--- src/coap_mp_pkg.sv ---
`default_nettype none
package coap_mp_pkg;

  // Parser phases, one-hot
  typedef enum logic [7:0] {
    PhHdr  = 8'b0000_0001,
    PhTok  = 8'b0000_0010,
    PhHead = 8'b0000_0100,
    PhDext = 8'b0000_1000,
    PhLext = 8'b0001_0000,
    PhVal  = 8'b0010_0000,
    PhPay  = 8'b0100_0000,
    PhStop = 8'b1000_0000
  } phase_e;

  // Result classification codes
  localparam logic [2:0] KindHeader  = 3'd0;
  localparam logic [2:0] KindToken   = 3'd1;
  localparam logic [2:0] KindOptHead = 3'd2;
  localparam logic [2:0] KindOptVal  = 3'd3;
  localparam logic [2:0] KindMarker  = 3'd4;
  localparam logic [2:0] KindPayload = 3'd5;
  localparam logic [2:0] KindIgnored = 3'd6;

  // Error flag bit positions
  localparam int unsigned ErrShort    = 0;
  localparam int unsigned ErrVersion  = 1;
  localparam int unsigned ErrTokLen   = 2;
  localparam int unsigned ErrReserved = 3;
  localparam int unsigned ErrTrunc    = 4;
  localparam int unsigned ErrOverflow = 5;

  // Header byte positions
  localparam logic [1:0] HdrFirst = 2'd0;
  localparam logic [1:0] HdrCode  = 2'd1;
  localparam logic [1:0] HdrIdHi  = 2'd2;
  localparam logic [1:0] HdrIdLo  = 2'd3;

  localparam logic [1:0]  CoapVersion   = 2'd1;
  localparam logic [3:0]  MaxTokenBytes = 4'd8;
  localparam logic [7:0]  MarkerByte    = 8'hFF;
  localparam logic [3:0]  NibbleExt8    = 4'd13;
  localparam logic [3:0]  NibbleExt16   = 4'd14;
  localparam logic [3:0]  NibbleRsvd    = 4'd15;
  localparam logic [16:0] Ext8Offset    = 17'd13;
  localparam logic [16:0] Ext16Offset   = 17'd269;
  localparam logic [15:0] OptNumMax     = 16'hFFFF;

  typedef struct packed {
    logic [7:0] byte_value;
    logic       last_byte;
  } in_payload_t;

  typedef struct packed {
    logic [2:0]  item_kind;
    logic [7:0]  data_byte;
    logic [15:0] option_number;
    logic [16:0] option_length;
    logic [1:0]  version;
    logic [1:0]  message_type;
    logic [3:0]  token_length;
    logic [7:0]  code;
    logic [15:0] msg_ident;
    logic [5:0]  error_flags;
    logic        message_done;
  } out_payload_t;

  typedef struct packed {
    phase_e      phase;
    logic [1:0]  hdr_cnt;
    logic [3:0]  tok_left;
    logic [15:0] cur_opt;
    logic [3:0]  pend_len;
    logic [15:0] ext_acc;
    logic [1:0]  ext_left;
    logic        ext_wide;
    logic [16:0] val_left;
    logic [16:0] opt_len;
    logic [1:0]  version;
    logic [1:0]  mtype;
    logic [3:0]  tok_len;
    logic [7:0]  code;
    logic [15:0] msg_id;
    logic [5:0]  err;
  } parser_state_t;

  function automatic parser_state_t reset_state();
    parser_state_t s;
    s       = '0;
    s.phase = PhHdr;
    return s;
  endfunction

endpackage
`default_nettype wire

--- src/coap_ifs.sv ---
`default_nettype none
interface coap_byte_if;
  import coap_mp_pkg::*;
  logic        valid;
  logic        ready;
  in_payload_t payload;
  modport source (output valid, output payload, input ready);
  modport sink   (input valid, input payload, output ready);
endinterface

interface coap_result_if;
  import coap_mp_pkg::*;
  logic         valid;
  logic         ready;
  out_payload_t payload;
  modport source (output valid, output payload, input ready);
  modport sink   (input valid, input payload, output ready);
endinterface
`default_nettype wire

--- src/coap_message_parser_top.sv ---
`default_nettype none
// Channel   Dir  Payload                                      Transaction
// in_i      in   byte_value[7:0], last_byte                   valid & ready
// out_o     out  item_kind .. message_done (one per byte)     valid & ready
//
// One byte per cycle while the output is free or being taken: each byte is
// decoded in the cycle it is accepted and its result lands in the output
// register on the next edge. The parser state register is the only loop.
// Reset (rst_ni low) clears the state to the header phase and empties the
// output register. A stalled output holds its result; a new byte is still
// accepted in the cycle in which the held result is taken.
module coap_message_parser_top (
  input  wire           clk_i,
  input  wire           rst_ni,
  coap_byte_if.sink     in_i,
  coap_result_if.source out_o
);
  import coap_mp_pkg::*;

  parser_state_t state_q, state_d;
  out_payload_t  result_d, result_q;
  logic          out_valid_q;
  logic          accept;

  // Take a byte whenever the result register is free or being drained
  assign in_i.ready = !out_valid_q || out_o.ready;
  assign accept     = in_i.valid && in_i.ready;

  coap_mp_core u_core (
    .state_i  (state_q),
    .in_i     (in_i.payload),
    .state_o  (state_d),
    .result_o (result_d)
  );

  // Advance the parser state only on an accepted transaction
  always_ff @(posedge clk_i or negedge rst_ni) begin
    if (!rst_ni) begin
      state_q     <= reset_state();
      out_valid_q <= 1'b0;
    end else begin
      if (accept) begin
        state_q     <= state_d;
        out_valid_q <= 1'b1;
      end else if (out_o.ready) begin
        out_valid_q <= 1'b0;
      end
    end
  end

  // Result payload, no reset needed
  always_ff @(posedge clk_i) begin
    if (accept) begin
      result_q <= result_d;
    end
  end

  assign out_o.valid   = out_valid_q;
  assign out_o.payload = result_q;

`ifndef ASSERT_OFF
  a_last_restarts: assert property (@(posedge clk_i) disable iff (!rst_ni)
    accept && in_i.payload.last_byte |=> state_q.phase == PhHdr && state_q.hdr_cnt == HdrFirst)
    else $error("parser did not restart after last byte");

  a_accept_fills: assert property (@(posedge clk_i) disable iff (!rst_ni)
    accept |=> out_valid_q && result_q.data_byte == $past(in_i.payload.byte_value))
    else $error("accepted byte missing from result register");

  a_hdr_complete: assert property (@(posedge clk_i) disable iff (!rst_ni)
    state_q.phase != PhHdr |-> state_q.hdr_cnt == HdrIdLo)
    else $error("left header phase before four header bytes");

  a_state_hold: assert property (@(posedge clk_i) disable iff (!rst_ni)
    !accept |=> $stable(state_q))
    else $error("parser state moved without a transaction");
`endif

endmodule
`default_nettype wire

--- src/coap_mp_core.sv ---
`default_nettype none
module coap_mp_core (
  input  coap_mp_pkg::parser_state_t state_i,
  input  coap_mp_pkg::in_payload_t   in_i,
  output coap_mp_pkg::parser_state_t state_o,
  output coap_mp_pkg::out_payload_t  result_o
);
  import coap_mp_pkg::*;

  parser_state_t s;
  logic [2:0]    kind;
  logic [7:0]    b;
  logic          do_delta;
  logic [16:0]   delta_val;
  logic          do_len;
  logic [16:0]   len_val;
  logic          do_ext;
  logic [3:0]    ext_nib;
  phase_e        ext_phase;
  logic [17:0]   opt_sum;
  logic [16:0]   ext_val;

  always_comb begin
    s         = state_i;
    b         = in_i.byte_value;
    kind      = KindIgnored;
    do_delta  = 1'b0;
    delta_val = '0;
    do_len    = 1'b0;
    len_val   = '0;
    do_ext    = 1'b0;
    ext_nib   = '0;
    ext_phase = PhDext;
    opt_sum   = '0;
    ext_val   = '0;

    case (s.phase)
      PhHdr: begin
        kind = KindHeader;
        case (s.hdr_cnt)
          HdrFirst: begin
            s.version  = b[7:6];
            s.mtype    = b[5:4];
            s.tok_len  = b[3:0];
            s.tok_left = b[3:0];
            if (b[7:6] != CoapVersion) s.err[ErrVersion] = 1'b1;
            if (b[3:0] > MaxTokenBytes) s.err[ErrTokLen] = 1'b1;
          end
          HdrCode: s.code   = b;
          HdrIdHi: s.msg_id = {b, 8'h00};
          default: s.msg_id = {s.msg_id[15:8], s.msg_id[7:0] | b};
        endcase
        if (s.hdr_cnt == HdrIdLo) begin
          s.phase = (s.tok_left != 4'd0) ? PhTok : PhHead;
        end else begin
          s.hdr_cnt = s.hdr_cnt + 2'd1;
        end
      end
      PhTok: begin
        kind       = KindToken;
        s.tok_left = s.tok_left - 4'd1;
        if (s.tok_left == 4'd0) s.phase = PhHead;
      end
      PhHead: begin
        if (b == MarkerByte) begin
          kind    = KindMarker;
          s.phase = PhPay;
          if (in_i.last_byte) s.err[ErrReserved] = 1'b1;
        end else begin
          kind = KindOptHead;
          if (b[7:4] == NibbleRsvd || b[3:0] == NibbleRsvd) begin
            s.err[ErrReserved] = 1'b1;
            s.phase            = PhStop;
          end else begin
            s.pend_len = b[3:0];
            if (b[7:4] < NibbleExt8) begin
              do_delta  = 1'b1;
              delta_val = {13'd0, b[7:4]};
            end else begin
              do_ext    = 1'b1;
              ext_nib   = b[7:4];
              ext_phase = PhDext;
            end
          end
        end
      end
      PhDext, PhLext: begin
        kind       = KindOptHead;
        s.ext_acc  = {s.ext_acc[7:0], b};
        s.ext_left = s.ext_left - 2'd1;
        if (s.ext_left == 2'd0) begin
          ext_val = {1'b0, s.ext_acc} + (s.ext_wide ? Ext16Offset : Ext8Offset);
          if (s.phase == PhDext) begin
            do_delta  = 1'b1;
            delta_val = ext_val;
          end else begin
            do_len  = 1'b1;
            len_val = ext_val;
          end
        end
      end
      PhVal: begin
        kind       = KindOptVal;
        s.val_left = s.val_left - 17'd1;
        if (s.val_left == 17'd0) s.phase = PhHead;
      end
      PhPay:   kind = KindPayload;
      default: kind = KindIgnored;
    endcase

    // Accumulate the option delta, saturating on overflow
    if (do_delta) begin
      opt_sum = {2'b00, s.cur_opt} + {1'b0, delta_val};
      if (opt_sum > {2'b00, OptNumMax}) begin
        s.err[ErrOverflow] = 1'b1;
        s.cur_opt          = OptNumMax;
      end else begin
        s.cur_opt = opt_sum[15:0];
      end
      if (s.pend_len < NibbleExt8) begin
        do_len  = 1'b1;
        len_val = {13'd0, s.pend_len};
      end else begin
        do_ext    = 1'b1;
        ext_nib   = s.pend_len;
        ext_phase = PhLext;
      end
    end

    if (do_len) begin
      s.opt_len  = len_val;
      s.val_left = len_val;
      s.phase    = (len_val == 17'd0) ? PhHead : PhVal;
    end

    if (do_ext) begin
      s.ext_wide = (ext_nib == NibbleExt16);
      s.ext_left = (ext_nib == NibbleExt16) ? 2'd2 : 2'd1;
      s.ext_acc  = '0;
      s.phase    = ext_phase;
    end

    if (in_i.last_byte) begin
      if (s.phase == PhHdr) begin
        s.err[ErrShort] = 1'b1;
      end else if (s.phase inside {PhTok, PhDext, PhLext, PhVal}) begin
        s.err[ErrTrunc] = 1'b1;
      end
    end

    result_o.item_kind     = kind;
    result_o.data_byte     = b;
    result_o.option_number = s.cur_opt;
    result_o.option_length = s.opt_len;
    result_o.version       = s.version;
    result_o.message_type  = s.mtype;
    result_o.token_length  = s.tok_len;
    result_o.code          = s.code;
    result_o.msg_ident     = s.msg_id;
    result_o.error_flags   = s.err;
    result_o.message_done  = in_i.last_byte;

    // Return to the idle header phase after the last byte
    state_o = in_i.last_byte ? reset_state() : s;
  end

endmodule
`default_nettype wire

--- src/flat_wrapper.sv ---
// flat-port wrapper written by rule: the top's interface ports become plain ports
module coap_message_parser_top_flat import coap_mp_pkg::*;
  (clk_i, rst_ni, in_i_valid, in_i_payload, in_i_ready, out_o_valid, out_o_payload, out_o_ready);
  coap_byte_if in_i_i ();
  coap_result_if out_o_i ();
  input  wire clk_i;
  input  wire rst_ni;
  input wire logic [$bits(in_i_i.valid)-1:0] in_i_valid;
  input wire logic [$bits(in_i_i.payload)-1:0] in_i_payload;
  output wire logic [$bits(in_i_i.ready)-1:0] in_i_ready;
  output wire logic [$bits(out_o_i.valid)-1:0] out_o_valid;
  output wire logic [$bits(out_o_i.payload)-1:0] out_o_payload;
  input wire logic [$bits(out_o_i.ready)-1:0] out_o_ready;
  assign in_i_i.valid = in_i_valid;
  assign in_i_i.payload = in_i_payload;
  assign in_i_ready = in_i_i.ready;
  assign out_o_valid = out_o_i.valid;
  assign out_o_payload = out_o_i.payload;
  assign out_o_i.ready = out_o_ready;
  coap_message_parser_top u_core (.clk_i(clk_i), .rst_ni(rst_ni), .in_i(in_i_i), .out_o(out_o_i));
endmodule
--- config.mk ---
export PLATFORM = sky130hd
export DESIGN_NAME = coap_message_parser_top_flat
export DESIGN_NICKNAME = d
export VERILOG_FILES = /design/src/coap_mp_pkg.sv /design/src/coap_ifs.sv /design/src/coap_message_parser_top.sv /design/src/coap_mp_core.sv /design/src/flat_wrapper.sv
export SDC_FILE = /design/constraint.sdc
export NUM_CORES = 1
export LEC_CHECK = 0
export ABC_AREA = 0
export BUFFER_PORTS_ARGS = -buffer_cell sky130_fd_sc_hd__buf_4
export CORE_MARGIN = 2
export CORE_UTILIZATION = 49
export CTS_CLUSTER_DIAMETER = 200
export DETAILED_ROUTE_END_ITERATION = 8
export GPL_TIMING_DRIVEN = 0
export HOLD_SLACK_MARGIN = 0.15
export PLACE_DENSITY = 0.71
export SYNTH_ARGS = -nofsm -noshare
export SYNTH_HDL_FRONTEND = slang
export SYNTH_SLANG_ARGS = --single-unit
--- constraint.sdc ---
create_clock -name clk_i -period 4 [get_ports clk_i]
set_input_delay 0.4 -clock clk_i [delete_from_list [all_inputs] [get_ports clk_i]]
set_output_delay 0.4 -clock clk_i [all_outputs]
set_load 0.01 [all_outputs]
==> metrics.md, run 1 <==
| Metric | Value |
|---|---|
| Status | finished with violations |
| Violated checks | setup timing |
| Final setup fails | 25 |
| CTS tree | done |
| Post-synthesis async set-or-reset flop share | 58.7% |
| Sequential area share after synthesis | 50.8% |
| Vias post-DR | 9416 |
| Largest net degree at the start of global routing | 64 |
| Number of flops mapped to enable cells by yosys | 83 |
| Fin nets | 1266 |
| CTS Buf Count | 23 |
| RSZ-0062 raised after global routing | true |
| Worst Skew | 0.0154 ns |
| Most numerous cell in the Yosys netlist | dfrtp_1 |
| Max Fclk | 241 MHz |
| Max VDD drop | 0.278 mV |
| Maxcap violations | 0 |
| First-pass GRT wire length | 50100 um |
| Synth area leaders | dfrtp_1, edfxtp_1, a22o_1 |
| Worst setup path class | flip-flop to flip-flop |
| Multi-input gate area | 0.00522 sq mm |
| Placed cell areas | 0.0119 sq mm |
| Vias in the first global route | 8938 |
| Die Y | 152 um |
| Post-Layout Cell Count | 1520 |
| Setup slack after layout | -0.155 ns |
| DR iter-0 viols | 881 |
| Data arrival, critical path | 4.36 ns |
| Cell variety after synth | 84 |
| Syn_nets | 1095 |
| Min Tclk post-route | 4.16 ns |
| Crit-path max FO | 7 |
| Pwr Density | 455 mW/mm^2 |
| Leak | 5.71 nW |
| Slew headroom | 30.7% |
| Root Buffer | clkbuf_16 |
| DRC viols | 0 |
| CP required | 4.21 ns |
| Placed Cells | 1432 |
| Remaining antenna violation count | 0 |
| Register area | 0.00545 sq mm |
| Clk slew on worst S/H paths | 0.06 ns |
| Register bit total from synthesis | 201 |
| Via density | 6.19 |
| Post-synth top cells | dfrtp_1, nor2_1, edfxtp_1, o21ai_0, a21oi_1 |
| Wirelength per Cell | 21.3 um |
| Mapped Area | 0.0107 sq mm |
| Worst Setup End Kind | flip-flop |
| Mapped Cells | 1053 |
| Die X | 152 um |
| R2R setup slack | -0.16 ns |
| H-tree levels | 1 |
| Row count | 54 |
| Startpoint types | flip-flop |
| Inserted Diodes | 0 |
| Main synth FF type | dfrtp_1 |
| Detailed Route WL | 32300 um |
| Filler cells | 1775 |
| Final Hold Viols | 0 |
| Clock Sinks | 201 |
| Clock latency on the worst-skew pair | 0.52 ns |
| Final GP Congestion | 0.942 |
| Area share of the largest cell type after synthesis | 27.3% |
| Synth Warn # | 0 |
| Worst hold path type | primary input to flip-flop |
| Slew Viols, Final | 0 |
| Total track usage | 26.9% |
| Area leader, netlist | dfrtp_1 |
| Boundary Pins | 98 |
| Initial core utilization | 49.6% |
| Avg Inst Size Synth | 10.2 sq um |
| Grt ovf | 0 |
| Fin area | 0.0134 sq mm |
| Area Overhead vs Synth | 25.3% |
| Drt pass-1 iters | 5 |
| Final Power | 0.00611 W |
| Final worst path period share | 104% |
| Core area | 0.0216 sq mm |
| Port Buffers | 97 |
| Die area | 0.0231 sq mm |
| Initial antenna violation count | 0 |
| Share of cells above drive strength 1 | 22.8% |
| DP HPWL | 21600 um |
| Bufs on Longest Clock Path | 3 |
| Slew @ Worst Pin | 1.04 ns |
==> cells by family (layout without fill, tap and decap cells) <==
family                     count (synthesis)  count (layout)  synth area share [%]
adders and majority gates                 29              29                  3.45
xor gates and xnor gates                  30              30                  2.45
muxes                                     17              17                  1.75
and+or+nand+nor                          317             317                  14.8
AOI/OAI and AO/OA                        363             363                  23.0
buffers and inverters                     96             283                  3.70
DFF                                      201             201                  50.8
==> area by class of cell <==
type | count | area share (%)
well taps | 280 | 2.61
clock buffers | 27 | 4.63
clock inverters | 14 | 1.22
multi-input cells | 756 | 38.9
plain buffers | 67 | 2.46
repair buffers | 148 | 8.89
inverters | 27 | 0.754
flip-flops and latches | 201 | 40.6
==> report_power, final <==
group	internal, W	total, W	switching [W]
Combinational	0.000567	0.00137	0.000805
Clock	0.00131	0.00219	0.000881
Sequential	0.00242	0.00255	0.000129
Total	0.00430	0.00611	0.00182
==> worst paths after layout <==
path	start	endpoint	cells after the start
hold / removal	out_o_ready	u_core.out_o.valid	3
setup / recovery	u_core.state_q[117]	u_core.out_o.payload[60]	15
max in group asynchronous	rst_ni	u_core.state_q[49]	3
setup reg to reg	u_core.state_q[117]	u_core.out_o.payload[60]	15
min in group asynchronous	rst_ni	u_core.state_q[12]	2
hold reg to reg	u_core.state_q[0]	u_core.state_q[0]	1
==> layer usage <==
layer / vias to the layer above / routed length (um) / track usage (%) / part of all wire [%]
met5: - / 0 / 0 / 0
met4: 0 / 916 / 7.92 / 2.8
met3: 72 / 2640 / 5.11 / 8.2
met2: 436 / 14600 / 41.5 / 45
met1: 4619 / 14200 / 38.9 / 44
li1: 4289 / - / - / -
==> registers in the layout, summed over array words and instances (netlist names) <==
name / flops
u_core.state_q: 117
u_core.out_o.valid: 1
u_core.out_o.payload: 83
==> metrics by stage <==
step | worst slack (ns) | hold WS [ns] | utilization, % | TNS, ns
floorplan | -0.0100 | 0.104 | - | -0.0801
global placement | -0.792 | 0.465 | 54.8 | -33.59
detailed placement | -0.716 | 0.422 | 55.1 | -19.01
CTS | -0.0237 | 0.201 | 61.3 | -0.0897
global route | -0.241 | 0.216 | 62.1 | -5.09
finish | -0.155 | 0.209 | 62.1 | -2.25
==> repair_timing <==
item / in CTS / in global routing
hold buffers: 11 / 0
pin swaps: 21 / 6
resized for setup: 57 / 20
setup buffers: 25 / 12
cloned: 2 / 0
setup endpoints to repair: 34 / 32
hold endpoints to repair: 64 / 0
==> cell usage in the layout (no fill, tap or decap), types with 6 or more instances in the layout <==
cell / synthesis / routed
buf_4: 4 / 134
dfrtp_1: 117 / 115
nor2_1: 111 / 108
edfxtp_1: 83 / 83
o21ai_0: 79 / 74
nand2_1: 68 / 68
a22o_1: 63 / 63
a21oi_1: 71 / 63
clkbuf_1: 45 / 43
inv_1: 27 / 26
a31oi_1: 38 / 26
ha_1: 28 / 24
clkbuf_16: 0 / 24
a21o_1: 23 / 23
nand3_1: 16 / 16
xnor2_1: 16 / 16
nor3_1: 15 / 14
mux2_2: 14 / 14
nand4_1: 13 / 13
xor2_1: 14 / 12
buf_2: 15 / 11
dlygate4sd3_1: 0 / 11
and3_1: 10 / 10
buf_6: 0 / 9
nor2b_1: 10 / 9
o21bai_1: 8 / 8
and2_1: 8 / 8
or3_1: 8 / 8
o21ai_1: 6 / 8
a21oi_2: 1 / 8
nor4_1: 9 / 7
a31oi_4: 0 / 7
a211oi_1: 8 / 7
or2_2: 7 / 7
or4_1: 6 / 6
o21a_1: 6 / 6
nand2b_1: 6 / 6
==> worst max-delay path, stage by stage (launching register included) <==
cell	delay, ns
dfstp_2	0.39
buf_6	0.12
nor4_4	0.30
buf_4	0.17
nand4_4	0.16
nor3_4	0.36
ha_4	0.27
o21ai_1	0.15
nand2b_1	0.10
a21oi_2	0.25
nor2_4	0.10
a221o_1	0.37
or4_4	0.53
a21oi_4	0.26
buf_6	0.21
a31oi_1	0.11
No activity file was read; power rests on OpenSTA's default activity.
==> run 2, diff against run 1 <==
SYNTH_HIERARCHICAL = 1   (was not set)
==> run 2 against run 1 <==
The run now ends clean. Critical path depth is 2 lower. Cell area rose by 6.2%. Clock skew grew 0.0017 ns. Fmax increased by 4.1%. Via count down 0.39%. Clock-buffer cell count grew 6. Critical endpoint is now u_core/state_q[5]. Largest cell class is now multi-input gates. Largest power group unchanged.
==> metrics.md, run 2 <==
| Metric | Value |
|---|---|
| Largest register FFs | 117 |
| Worst Hold Depth | 3 |
| Largest net degree at the start of global routing | 93 |
| DR iter-0 viols | 737 |
| Root Buffer | clkbuf_16 |
| Final Power | 0.00643 W |
| Slew Viols, Final | 0 |
| Leak | 6.37 nW |
| Clock latency on the worst-skew pair | 0.52 ns |
| Port Buffers | 92 |
| Crit-path max FO | 7 |
| Worst hold path type | primary input to flip-flop |
| Share of cells above drive strength 1 | 30.1% |
| Die Y | 159 um |
| Worst Skew | 0.0171 ns |
| Biggest register | u_core/state_q |
| Core area | 0.0236 sq mm |
| Mapped Area | 0.0118 sq mm |
| R2R setup slack | 0.008 ns |
| Startpoint types | flip-flop |
| WHS Endpoint | u_core/out_o.valid |
| Synth Warn # | 6 |
| Slew @ Worst Pin | 1.06 ns |
| Remaining antenna violation count | 0 |
| Area Overhead vs Synth | 20.6% |
| Detailed Route WL | 31600 um |
| Final Hold Viols | 0 |
| Setup slack after layout | 0.00821 ns |
| Row count | 56 |
| DP HPWL | 21400 um |
| Fin area | 0.0143 sq mm |
| Syn_nets | 1155 |
| Final GP Congestion | 0.940 |
| Pwr Density | 451 mW/mm^2 |
| Inserted Diodes | 0 |
| CP required | 4.40 ns |
| Bufs on Longest Clock Path | 3 |
| Die X | 159 um |
| Max Fclk | 251 MHz |
| Final setup fails | 0 |
| Worst Setup End Kind | flip-flop |
| Post-Place Worst Slack | -1.04 ns |
| Clk slew on worst S/H paths | 0.06 ns |
| Boundary Pins | 98 |
| Die area | 0.0254 sq mm |
| R2R Path Start | u_core/state_q[72] |
| Fin nets | 1303 |
| Avg Inst Size Synth | 10.6 sq um |
| RSZ-0062 raised after global routing | true |
| Drt pass-1 iters | 7 |
| Wirelength per Cell | 19.7 um |
| Max VDD drop | 0.340 mV |
| CTS tree | done |
| Status | complete, no violations |
| Final worst path period share | 99.8% |
| Grt ovf | 0 |
| Via density | 5.86 |
| Maxcap violations | 0 |
| Clock Sinks | 201 |
| Initial core utilization | 50.1% |
| Vias post-DR | 9379 |
| FF-to-FF path depth | 13 |
| Slew headroom | 29.3% |
| Total track usage | 24.2% |
| Placed cell areas | 0.0130 sq mm |
| Worst setup path class | flip-flop to flip-flop |
| Commonest non-fill, non-tap cell in the layout | buf_4 |
| Commonest non-fill, non-tap cells in the layout | buf_4, nor2_1, dfrtp_1, mux2_2, edfxtp_1 |
| Worst Min Path Start | out_o_ready |
| Hold slack | 0.168 ns |
| Critical R2R Capture | u_core/state_q[5] |
| Initial antenna violation count | 0 |
| Final core utilization | 60.4% |
| Mapped Cells | 1117 |
| CTS Buf Count | 22 |
| Min Tclk post-route | 3.99 ns |
| DRC viols | 0 |
| Vias in the first global route | 9002 |
| H-tree levels | 1 |
| First-pass GRT wire length | 49000 um |
| Data arrival, critical path | 4.40 ns |
==> run 2: final cells by class <==
| class | instances | area, sq um |
|---|---|---|
| plain buffers | 83 | 469 |
| clock buffers | 33 | 643 |
| clock inverters | 7 | 111 |
| fillers | 1946 | 9350 |
| inverters | 26 | 97.6 |
| multi-input cells | 805 | 6100 |
| flip-flops and latches | 201 | 5450 |
| well taps | 319 | 399 |
| repair buffers | 126 | 995 |
==> run 2: worst max path at each step <==
| stage | startpoint | to | slack [ns] | cells after the start |
|---|---|---|---|---|
| 2_1_floorplan | u_core/state_q[121] | u_core/state_q[101] | 0.03 | 19 |
| 3_3_place_gp | u_core/state_q[122] | u_core/out_o.payload[70] | -1.03 | 14 |
| 3_5_place_dp | in_i_payload[4] | u_core/out_o.payload[70] | -1.04 | 14 |
| 4_1_cts | u_core/state_q[119] | u_core/state_q[109] | 0.008 | 16 |
| 5_1_grt | u_core/state_q[121] | u_core/state_q[101] | -0.20 | 18 |
| 6_report | u_core/state_q[72] | u_core/state_q[5] | 0.008 | 13 |
==> run 2: metal layers <==
layer	track usage (%)	wire [um]	vias up	part of all wire, %
li1	-	-	4370	-
met1	33.2	13600	4530	43
met2	38.6	14700	382	46
met3	3.49	2040	97	6.4
met4	9.92	1240	0	3.9
met5	0	0	-	0
==> run 2: per-stage QoR <==
step	TNS (ns)	cells
3_5_place_dp	-31.18	1529
2_1_floorplan	0	1117
3_3_place_gp	-31.64	1528
6_report	0	1600
4_1_cts	0	1593
5_1_grt	-4.03	1600
==> run 2: critical path, stage by stage (launching register included) <==
cell and delay (ns):
dfrtp_1 0.40, ha_1 0.33, nor4_1 0.62, nor4b_1 0.14, xnor2_1 0.30, nor2_1 0.10
ha_1 0.35, a21o_1 0.18, a21oi_1 0.18, o21ai_0 0.18, o31a_1 0.37, a31oi_1 0.38
nor2_1 0.07, mux2_2 0.28
==> run 2: timing repair <==
| item | in CTS | in global routing |
|---|---|---|
| endpoints found under the setup margin | 35 | 38 |
| cloned | 2 | 0 |
| pin swaps | 15 | 17 |
| gates resized for setup | 41 | 30 |
| hold buffers | 7 | 0 |
| endpoints found under the hold margin | 56 | 0 |
| setup buffers | 16 | 9 |
==> run 2: where the power goes <==
group	internal (W)	total, W	switching [W]
registers	0.00249	0.00265	0.000156
logic	0.000746	0.00165	0.000908
clock network	0.00130	0.00213	0.000826
